### config.mk
export PLATFORM = sky130hd
export DESIGN_NAME = sync_word_frame_deframer
export DESIGN_NICKNAME = d
export VERILOG_FILES = /design/src/hdl/swfd_pkg.sv /design/src/hdl/swfd_word_ram.sv /design/src/hdl/sync_word_frame_deframer.sv
export VERILOG_INCLUDE_DIRS = /design/src /design/src/hdl
export SDC_FILE = /design/constraint.sdc
export NUM_CORES = 1
export LEC_CHECK = 0
export BUFFER_PORTS_ARGS = -buffer_cell sky130_fd_sc_hd__buf_4
export CELL_PAD_IN_SITES_DETAIL_PLACEMENT = 1
export CELL_PAD_IN_SITES_GLOBAL_PLACEMENT = 1
export CORE_AREA = 2 2 115 173
export CTS_CLUSTER_DIAMETER = 100
export DETAILED_ROUTE_END_ITERATION = 10
export DIE_AREA = 0 0 117 175
export PLACE_DENSITY = 0.83
export SYNTH_ARGS = -nofsm -noshare
export SYNTH_HDL_FRONTEND = slang
export SYNTH_HIERARCHICAL = 1
export SYNTH_SLANG_ARGS = --single-unit
### constraint.sdc
create_clock -name clk_i -period 7.5 [get_ports clk_i]
set_input_delay 1.5 -clock clk_i [delete_from_list [all_inputs] [get_ports clk_i]]
set_output_delay 1.5 -clock clk_i [all_outputs]
set_load 0.01 [all_outputs]
### src/hdl/sync_word_frame_deframer_macros.svh
// assertion macros for the sync word frame deframer
// used by the top level only; expects clk_i and rst_ni in scope
`ifndef SYNC_WORD_FRAME_DEFRAMER_MACROS_SVH
`define SYNC_WORD_FRAME_DEFRAMER_MACROS_SVH

// same-cycle implication, checked outside reset
`define SWFD_ASSERT_NOW(lbl, ante, cons, msg) \
  lbl: assert property (@(posedge clk_i) disable iff (!rst_ni) (ante) |-> (cons)) \
    else $error(msg);

// next-cycle implication, checked outside reset
`define SWFD_ASSERT_NEXT(lbl, ante, cons, msg) \
  lbl: assert property (@(posedge clk_i) disable iff (!rst_ni) (ante) |=> (cons)) \
    else $error(msg);

`endif

### src/hdl/swfd_pkg.sv
// shared widths for the sync word frame deframer
// no dependencies; used by the top level and the word ram
package swfd_pkg;

  localparam int unsigned BYTE_W      = 8;
  localparam int unsigned WORD_W      = 16;
  localparam int unsigned WORD_IDX_W  = 4;
  localparam int unsigned ERR_W       = 16;
  // output beat: index, value, error count, padded to whole bytes
  localparam int unsigned OUT_BITS    = WORD_IDX_W + WORD_W + ERR_W;
  localparam int unsigned OUT_TDATA_W = ((OUT_BITS + 7) / 8) * 8;

endpackage

### src/hdl/swfd_word_ram.sv
// payload word store: one write port, one read port with registered data
// depends on swfd_pkg for the word width
module swfd_word_ram #(
  parameter int unsigned DEPTH  = 12,
  parameter int unsigned ADDR_W = 4
) (
  input  logic                        clk_i,
  input  logic                        we_i,
  input  logic [ADDR_W-1:0]           waddr_i,
  input  logic [swfd_pkg::WORD_W-1:0] wdata_i,
  input  logic                        re_i,
  input  logic [ADDR_W-1:0]           raddr_i,
  output logic [swfd_pkg::WORD_W-1:0] rdata_o
);

  logic [swfd_pkg::WORD_W-1:0] mem_q [DEPTH];
  logic [swfd_pkg::WORD_W-1:0] rdata_q;

  // write port
  always_ff @(posedge clk_i) begin
    if (we_i) begin
      mem_q[waddr_i] <= wdata_i;
    end
  end

  // registered read port
  always_ff @(posedge clk_i) begin
    if (re_i) begin
      rdata_q <= mem_q[raddr_i];
    end
  end

  assign rdata_o = rdata_q;

endmodule

### src/hdl/sync_word_frame_deframer.sv
// sync word frame deframer top level: header search, frame tracking, word run output
// depends on swfd_pkg, swfd_word_ram and sync_word_frame_deframer_macros.svh
//
// Usage:
//   s_axis carries received serial bytes, one byte per beat in tdata[7:0].
//   Every byte is shifted into a 16-bit header register (earlier byte high) and
//   compared with header_word, written through cfg_we_i / cfg_wdata_i. A match
//   opens a frame; the next 2*NUM_WORDS bytes are packed into little-endian
//   words and written into a word ram, one write per byte pair.
//   When the last payload byte arrives the frame is sent on m_axis as a run of
//   NUM_WORDS beats, tlast on the final one. A header inside an open frame
//   restarts it and bumps a wrapping resync error count.
// Flow control:
//   A byte that does not close a frame leaves s_axis ready. A closing byte is
//   followed by a run of NUM_WORDS ram reads, each followed by one output
//   beat that is held while m_axis stalls; s_axis tready stays low
//   for the whole run. The single read port of the word ram sets the pace of the run.
// Reset:
//   rst_ni clears header register, header_word, frame state and error count.
//   The word ram needs no clearing: only words written in the same frame are read.
//   A stalled m_axis beat holds its data until taken.
`include "sync_word_frame_deframer_macros.svh"

module sync_word_frame_deframer #(
  parameter int unsigned NUM_WORDS = 12
) (
  input  logic                                clk_i,
  input  logic                                rst_ni,
  // configuration: header_word
  input  logic                                cfg_we_i,
  input  logic [swfd_pkg::WORD_W-1:0]         cfg_wdata_i,
  // input stream
  input  logic                                s_axis_tvalid,
  output logic                                s_axis_tready,
  input  logic [swfd_pkg::BYTE_W-1:0]         s_axis_tdata,   // [7:0] rx_byte
  // output stream
  output logic                                m_axis_tvalid,
  input  logic                                m_axis_tready,
  // [3:0] word_index, [19:4] word_value, [35:20] resync_errors, [39:36] zero
  output logic [swfd_pkg::OUT_TDATA_W-1:0]    m_axis_tdata,
  output logic                                m_axis_tlast    // last_word
);

  localparam int unsigned ADDR_W = (NUM_WORDS > 1) ? $clog2(NUM_WORDS) : 1;
  localparam logic [ADDR_W-1:0] LAST_WORD = ADDR_W'(NUM_WORDS - 1);
  localparam int unsigned PAD_W = swfd_pkg::OUT_TDATA_W - swfd_pkg::OUT_BITS;

  localparam logic [1:0] ST_IDLE = 2'd0;
  localparam logic [1:0] ST_READ = 2'd1;
  localparam logic [1:0] ST_SHOW = 2'd2;

  logic [swfd_pkg::WORD_W-1:0] hdr_word_q;
  logic [swfd_pkg::WORD_W-1:0] hdr_q, hdr_d;
  logic                        in_frame_q, in_frame_d;
  logic [ADDR_W-1:0]           word_q, word_d;
  logic                        half_q, half_d;
  logic [swfd_pkg::BYTE_W-1:0] lo_q;
  logic [swfd_pkg::ERR_W-1:0]  err_q, err_d;
  logic [1:0]                  state_q, state_d;
  logic [ADDR_W-1:0]           rd_idx_q, rd_idx_d;

  logic                        in_fire;
  logic                        out_fire;
  logic                        last_byte;
  logic                        complete;
  logic                        match;
  logic                        ram_we;
  logic [swfd_pkg::WORD_W-1:0] ram_wdata;
  logic                        ram_re;
  logic [swfd_pkg::WORD_W-1:0] ram_rdata;

  assign s_axis_tready = (state_q == ST_IDLE);
  assign in_fire       = s_axis_tvalid && s_axis_tready;
  assign out_fire      = m_axis_tvalid && m_axis_tready;

  // header search and frame position
  assign hdr_d     = {hdr_q[swfd_pkg::BYTE_W-1:0], s_axis_tdata};
  assign last_byte = in_frame_q && half_q && (word_q == LAST_WORD);
  assign complete  = in_fire && last_byte;
  assign match     = (hdr_d == hdr_word_q);

  always_comb begin
    in_frame_d = in_frame_q;
    word_d     = word_q;
    half_d     = half_q;
    err_d      = err_q;
    if (in_fire) begin
      if (in_frame_q) begin
        if (last_byte) begin
          in_frame_d = 1'b0;
        end else begin
          half_d = ~half_q;
          if (half_q) begin
            word_d = word_q + 1'b1;
          end
        end
      end
      // header test runs after the byte is stored
      if (match) begin
        if (in_frame_q && !last_byte) begin
          err_d = err_q + 1'b1;
        end
        in_frame_d = 1'b1;
        word_d     = '0;
        half_d     = 1'b0;
      end
    end
  end

  // word write on the high byte, low byte held until then
  assign ram_we    = in_fire && in_frame_q && half_q;
  assign ram_wdata = {s_axis_tdata, lo_q};

  always_ff @(posedge clk_i) begin
    if (in_fire && in_frame_q && !half_q) begin
      lo_q <= s_axis_tdata;
    end
  end

  // output run sequencer
  always_comb begin
    state_d  = state_q;
    rd_idx_d = rd_idx_q;
    case (state_q)
      ST_IDLE: begin
        if (complete) begin
          state_d  = ST_READ;
          rd_idx_d = '0;
        end
      end
      ST_READ: begin
        state_d = ST_SHOW;
      end
      ST_SHOW: begin
        if (out_fire) begin
          if (rd_idx_q == LAST_WORD) begin
            state_d = ST_IDLE;
          end else begin
            state_d  = ST_READ;
            rd_idx_d = rd_idx_q + 1'b1;
          end
        end
      end
      default: begin
        state_d = ST_IDLE;
      end
    endcase
  end

  assign ram_re = (state_q == ST_READ);

  swfd_word_ram #(
    .DEPTH  (NUM_WORDS),
    .ADDR_W (ADDR_W)
  ) u_word_ram (
    .clk_i   (clk_i),
    .we_i    (ram_we),
    .waddr_i (word_q),
    .wdata_i (ram_wdata),
    .re_i    (ram_re),
    .raddr_i (rd_idx_q),
    .rdata_o (ram_rdata)
  );

  // control registers
  always_ff @(posedge clk_i or negedge rst_ni) begin
    if (!rst_ni) begin
      hdr_word_q <= '0;
      hdr_q      <= '0;
      in_frame_q <= 1'b0;
      word_q     <= '0;
      half_q     <= 1'b0;
      err_q      <= '0;
      state_q    <= ST_IDLE;
      rd_idx_q   <= '0;
    end else begin
      if (cfg_we_i) begin
        hdr_word_q <= cfg_wdata_i;
      end
      if (in_fire) begin
        hdr_q <= hdr_d;
      end
      in_frame_q <= in_frame_d;
      word_q     <= word_d;
      half_q     <= half_d;
      err_q      <= err_d;
      state_q    <= state_d;
      rd_idx_q   <= rd_idx_d;
    end
  end

  // output beat
  assign m_axis_tvalid = (state_q == ST_SHOW);
  assign m_axis_tlast  = (rd_idx_q == LAST_WORD);
  assign m_axis_tdata  = {{PAD_W{1'b0}}, err_q, ram_rdata,
                          swfd_pkg::WORD_IDX_W'(rd_idx_q)};

  // checks
  `SWFD_ASSERT_NOW(a_no_overlap, 1'b1, !(s_axis_tready && m_axis_tvalid),
    "input taken while a word beat is shown")
  `SWFD_ASSERT_NEXT(a_run_ends_idle, out_fire && m_axis_tlast, s_axis_tready,
    "input not reopened after the last word")
  `SWFD_ASSERT_NEXT(a_index_steps, out_fire && !m_axis_tlast,
    rd_idx_q == ADDR_W'($past(rd_idx_q) + 1'b1), "word index did not advance by one")
  `SWFD_ASSERT_NOW(a_pos_in_range, in_frame_q, word_q <= LAST_WORD,
    "frame position beyond the last word")

endmodule
==> impl_metrics.csv <==
group,metric,value,unit
status,status,"finished, final reports clean",
cells_and_area,area_of_the_multi_input_gates,2595,um^2
critical_path,critical_path.max_fanout,23,
placed_design,place_hpwl,14620,um
power_and_ir_drop,finalPower,3.546,mW
detailed_routing,drt-total-wl,24090,um
clock_tree,clock_tree.buffer_depth,3,
synth,synth-async-reset-ratio,19.40,%
die,design.die.area,20480,um^2
power_and_ir_drop,power_switching_share,25.49,%
critical_path,endpoint_kind,"flop",
clock_tree,clock_h_tree_levels,1,
detailed_routing,dr.pass1.iters,5,
detailed_routing,avgRoutedWirePerCell,26.35,um
detailed_routing,avgViaCountPerCell,6.077,
detailed_routing,highest_layer,"met5",
worst_hold_path,hp-class,"flop to flop",
sta,layout_min_cycle_time,3.552,ns
cells_and_area,mostFrequentLayoutCell,"edfxtp_1",
synth,post_synth_inst_count,563,
die,fp.dieW,117,um
detailed_routing,routed_length_on_met2,12730,um
synth,synth_area_per_cell,18.65,um^2
critical_path,category_of_the_critical_setup_timing_path,"input port to flop",
grt,grt_overflow,0,
sta,clock-skew-final,0.01341,ns
clock_tree,clk_pin_slew,0.07,ns
sta,fmax,281.5,MHz
sta,final_hold_viol_count,0,
critical_path,regToRegSetupSlack,4.51,ns
sta,setup_tns,0,ns
die,num_io_pins,72,
synth,sequential_share_of_the_synthesized_area,74.17,%
clock_tree,postCtsSetupRepairBufs,0,
detailed_routing,met3_length,1039,um
critical_path,cp.required,7.90,ns
critical_path,start_kind,"input port",
synth,synth-edff-count,216,
clock_tree,clock_insertion_delay_worst_skew,0.51,ns
sta,finalMaxSlewViolations,0,
synth,synth-seq-cells,268,
placed_design,port-buffer-count,67,
detailed_routing,drtAntennaViolNets,0,
detailed_routing,vias,5554,
die,start_util,55.25,%
cells_and_area,area_delta_synth_final,14.63,%
clock_tree,cts.root.buffer_cell,"clkbuf_16",
synth,synthDistinctLibCells,45,
power_and_ir_drop,power_report.internal_total,2.642,mW
grt,vias_in_the_first_global_route,6214,
die,num_rows,62,
clock_tree,ctsHoldBuffers,0,
cells_and_area,final_layout_net_count,672,
synth,netlist_area,10500,um^2
cells_and_area,drive_above_1_share,27.66,%
sta,unrepaired_setup_endpoints_after_global_routing,"no",
grt,grt_antenna_before_repair,1,
clock_tree,clock_sinks,268,
cells_and_area,mostFrequentLayoutCells,"edfxtp_1 (216), buf_4 (73), dfrtp_1 (51)",
grt,wire_length_of_the_first_global_routing_pass,36970,um
grt,largest_net_degree_at_the_start_of_global_routing,53,
job,maxCapViolations,0,
synth,postSynth.topFlopCell,"edfxtp_1",
cells_and_area,register_area,7791,um^2
detailed_routing,drtIter0Drc,455,
synth,yosys_warnings,6,
power_and_ir_drop,vdd.ir_drop.worst,174.8,uV
power_and_ir_drop,power_per_cell_area,294.6,nW/um^2
die,vert_die_dim,175,um
clock_tree,post_cts_resized,0,
power_and_ir_drop,switchingPower,0.9037,mW
cells_and_area,n_antenna_cell,0,
power_and_ir_drop,power.leakage,4.361,nW
die,design.core.area,19010,um^2
clock_tree,cts_tree,"done",
placed_design,gp_congestion,0.7424,
sta,actual_transition_at_the_worst_max_transition_pin,1.349,ns
power_and_ir_drop,power_frac_seq,48.3,%
power_and_ir_drop,combinational_share_of_power,18.2,%
sta,post-route-period-util,47.36,%
sta,timing.max_slew.rel_slack,9.954,%
clock_tree,number_of_buffers_created_by_cts,24,
detailed_routing,wirelength_met1,9033,um
grt,track_usage,24.74,%
sta,setup_viol,0,
cells_and_area,n_fill_cell,1633,
detailed_routing,drc,0,
power_and_ir_drop,p_clk_share,33.6,%
critical_path,cp_data_arrival_time,3.95,ns
[synthesized netlist by cell type (all sizes together), types with 2 or more instances]
cell type	instances	area, um^2
a21oi	4	20.02
a22oi	16	120.1
and2	2	12.51
and3	2	12.51
buf	19	137.6
clkbuf	6	22.52
dfrtp	52	1301
edfxtp	216	6486
ha	3	37.54
inv	6	22.52
mux2	25	281.5
mux2i	34	340.3
mux4	32	732.0
nand2	14	55.06
nand2b	3	18.77
nand3	10	50.05
nand3b	3	22.52
nand4	5	31.28
nor2	22	82.58
nor2b	2	12.51
nor3	9	45.04
nor4	12	106.4
o21ai	5	25.02
o221ai	16	140.1
or2	2	12.51
xnor2	2	17.52
xor2	31	271.5
[kinds of logic (layout without fill, tap and decap cells)]
kind of cell	Yosys count	count (layout)	synth area share [%]
AO/OA/AOI/OAI	44	44	3.134
XOR/XNOR	33	33	2.753
adder cells (fa/ha/maj)	3	3	0.3575
buffers and inverters	31	123	1.740
flip-flops	268	268	74.17
multiplexers	91	91	12.89
other	1	4	0.03571
AND/OR/NAND/NOR	92	92	4.921
[power by group through the flow]
stage	sequential [mW]	clock, mW	combinational [mW]
3_3_place_gp	1.74	0	0.617
3_5_place_dp	1.74	0	0.643
2_1_floorplan	1.72	0	0.488
6_report	1.71	1.19	0.644
4_1_cts	1.71	1.21	0.654
5_1_grt	1.72	1.26	0.697
[worst max-delay path, stage by stage]
cell	delay (ns)
buf_4	0.17
xor2_1	0.16
nor4_1	0.31
nand4_1	0.93
nor2_1	0.50
mux2_2	0.37
[registers in the layout, indices dropped and copies added, names as in the netlist]
register and count:
state_q 2, hdr_word_q 16, word_q 4, in_frame_q 1, u_word_ram/rdata_o 16, rd_idx_q 4, err_q 16, u_word_ram/mem_q 192
lo_q 8, half_q 1, hdr_q 8
[through the flow]
| step | setup slack, ns | std cells | hold WS (ns) | utilization, % | cell area [um^2] |
|---|---|---|---|---|---|
| after floorplan | 3.500 | 566 | 0.4994 | - | 10510 |
| after global placement | 3.528 | 870 | 0.4720 | 59.34 | 11280 |
| after detailed placement | 3.410 | 870 | 0.4743 | 59.34 | 11280 |
| after CTS | 3.976 | 914 | 0.4962 | 63.33 | 12040 |
| after global routing | 3.786 | 914 | 0.5182 | 63.33 | 12040 |
| final | 3.948 | 914 | 0.4904 | 63.33 | 12040 |
[layer usage]
layer / vias to the layer above / GRT usage (%)
met1: 2867 / 30.38
met2: 217 / 42.65
li1: 2383 / -
met3: 85 / 3.365
met5: - / 0
met4: 2 / 12.06
[layout make-up]
type                       count  area share [%]
clock buffer                  28           5.291
multi-input combinational    267           21.56
sequential                   268           64.73
timing repair buffer          73           4.553
clock inverter                16           1.019
inverter                       6          0.1871
tap                          256           2.661
[final timing paths]
kind                       cells past startpoint                   start                           endpoint
hold / removal                                 1   err_q[15]$_DFFE_PN0P_              err_q[15]$_DFFE_PN0P_
setup reg to reg                               4  state_q[0]$_DFFE_PN0P_  u_word_ram/mem_q[1][11]$_DFFE_PP_
min in group asynchronous                      1                  rst_ni               err_q[8]$_DFFE_PN0P_
setup / recovery                               6         s_axis_tdata[5]               err_q[1]$_DFFE_PN0P_
max in group asynchronous                      1                  rst_ni            rd_idx_q[0]$_DFFE_PN0P_
hold reg to reg                                1   err_q[15]$_DFFE_PN0P_              err_q[15]$_DFFE_PN0P_
No activity file was read; power rests on OpenSTA's default activity.
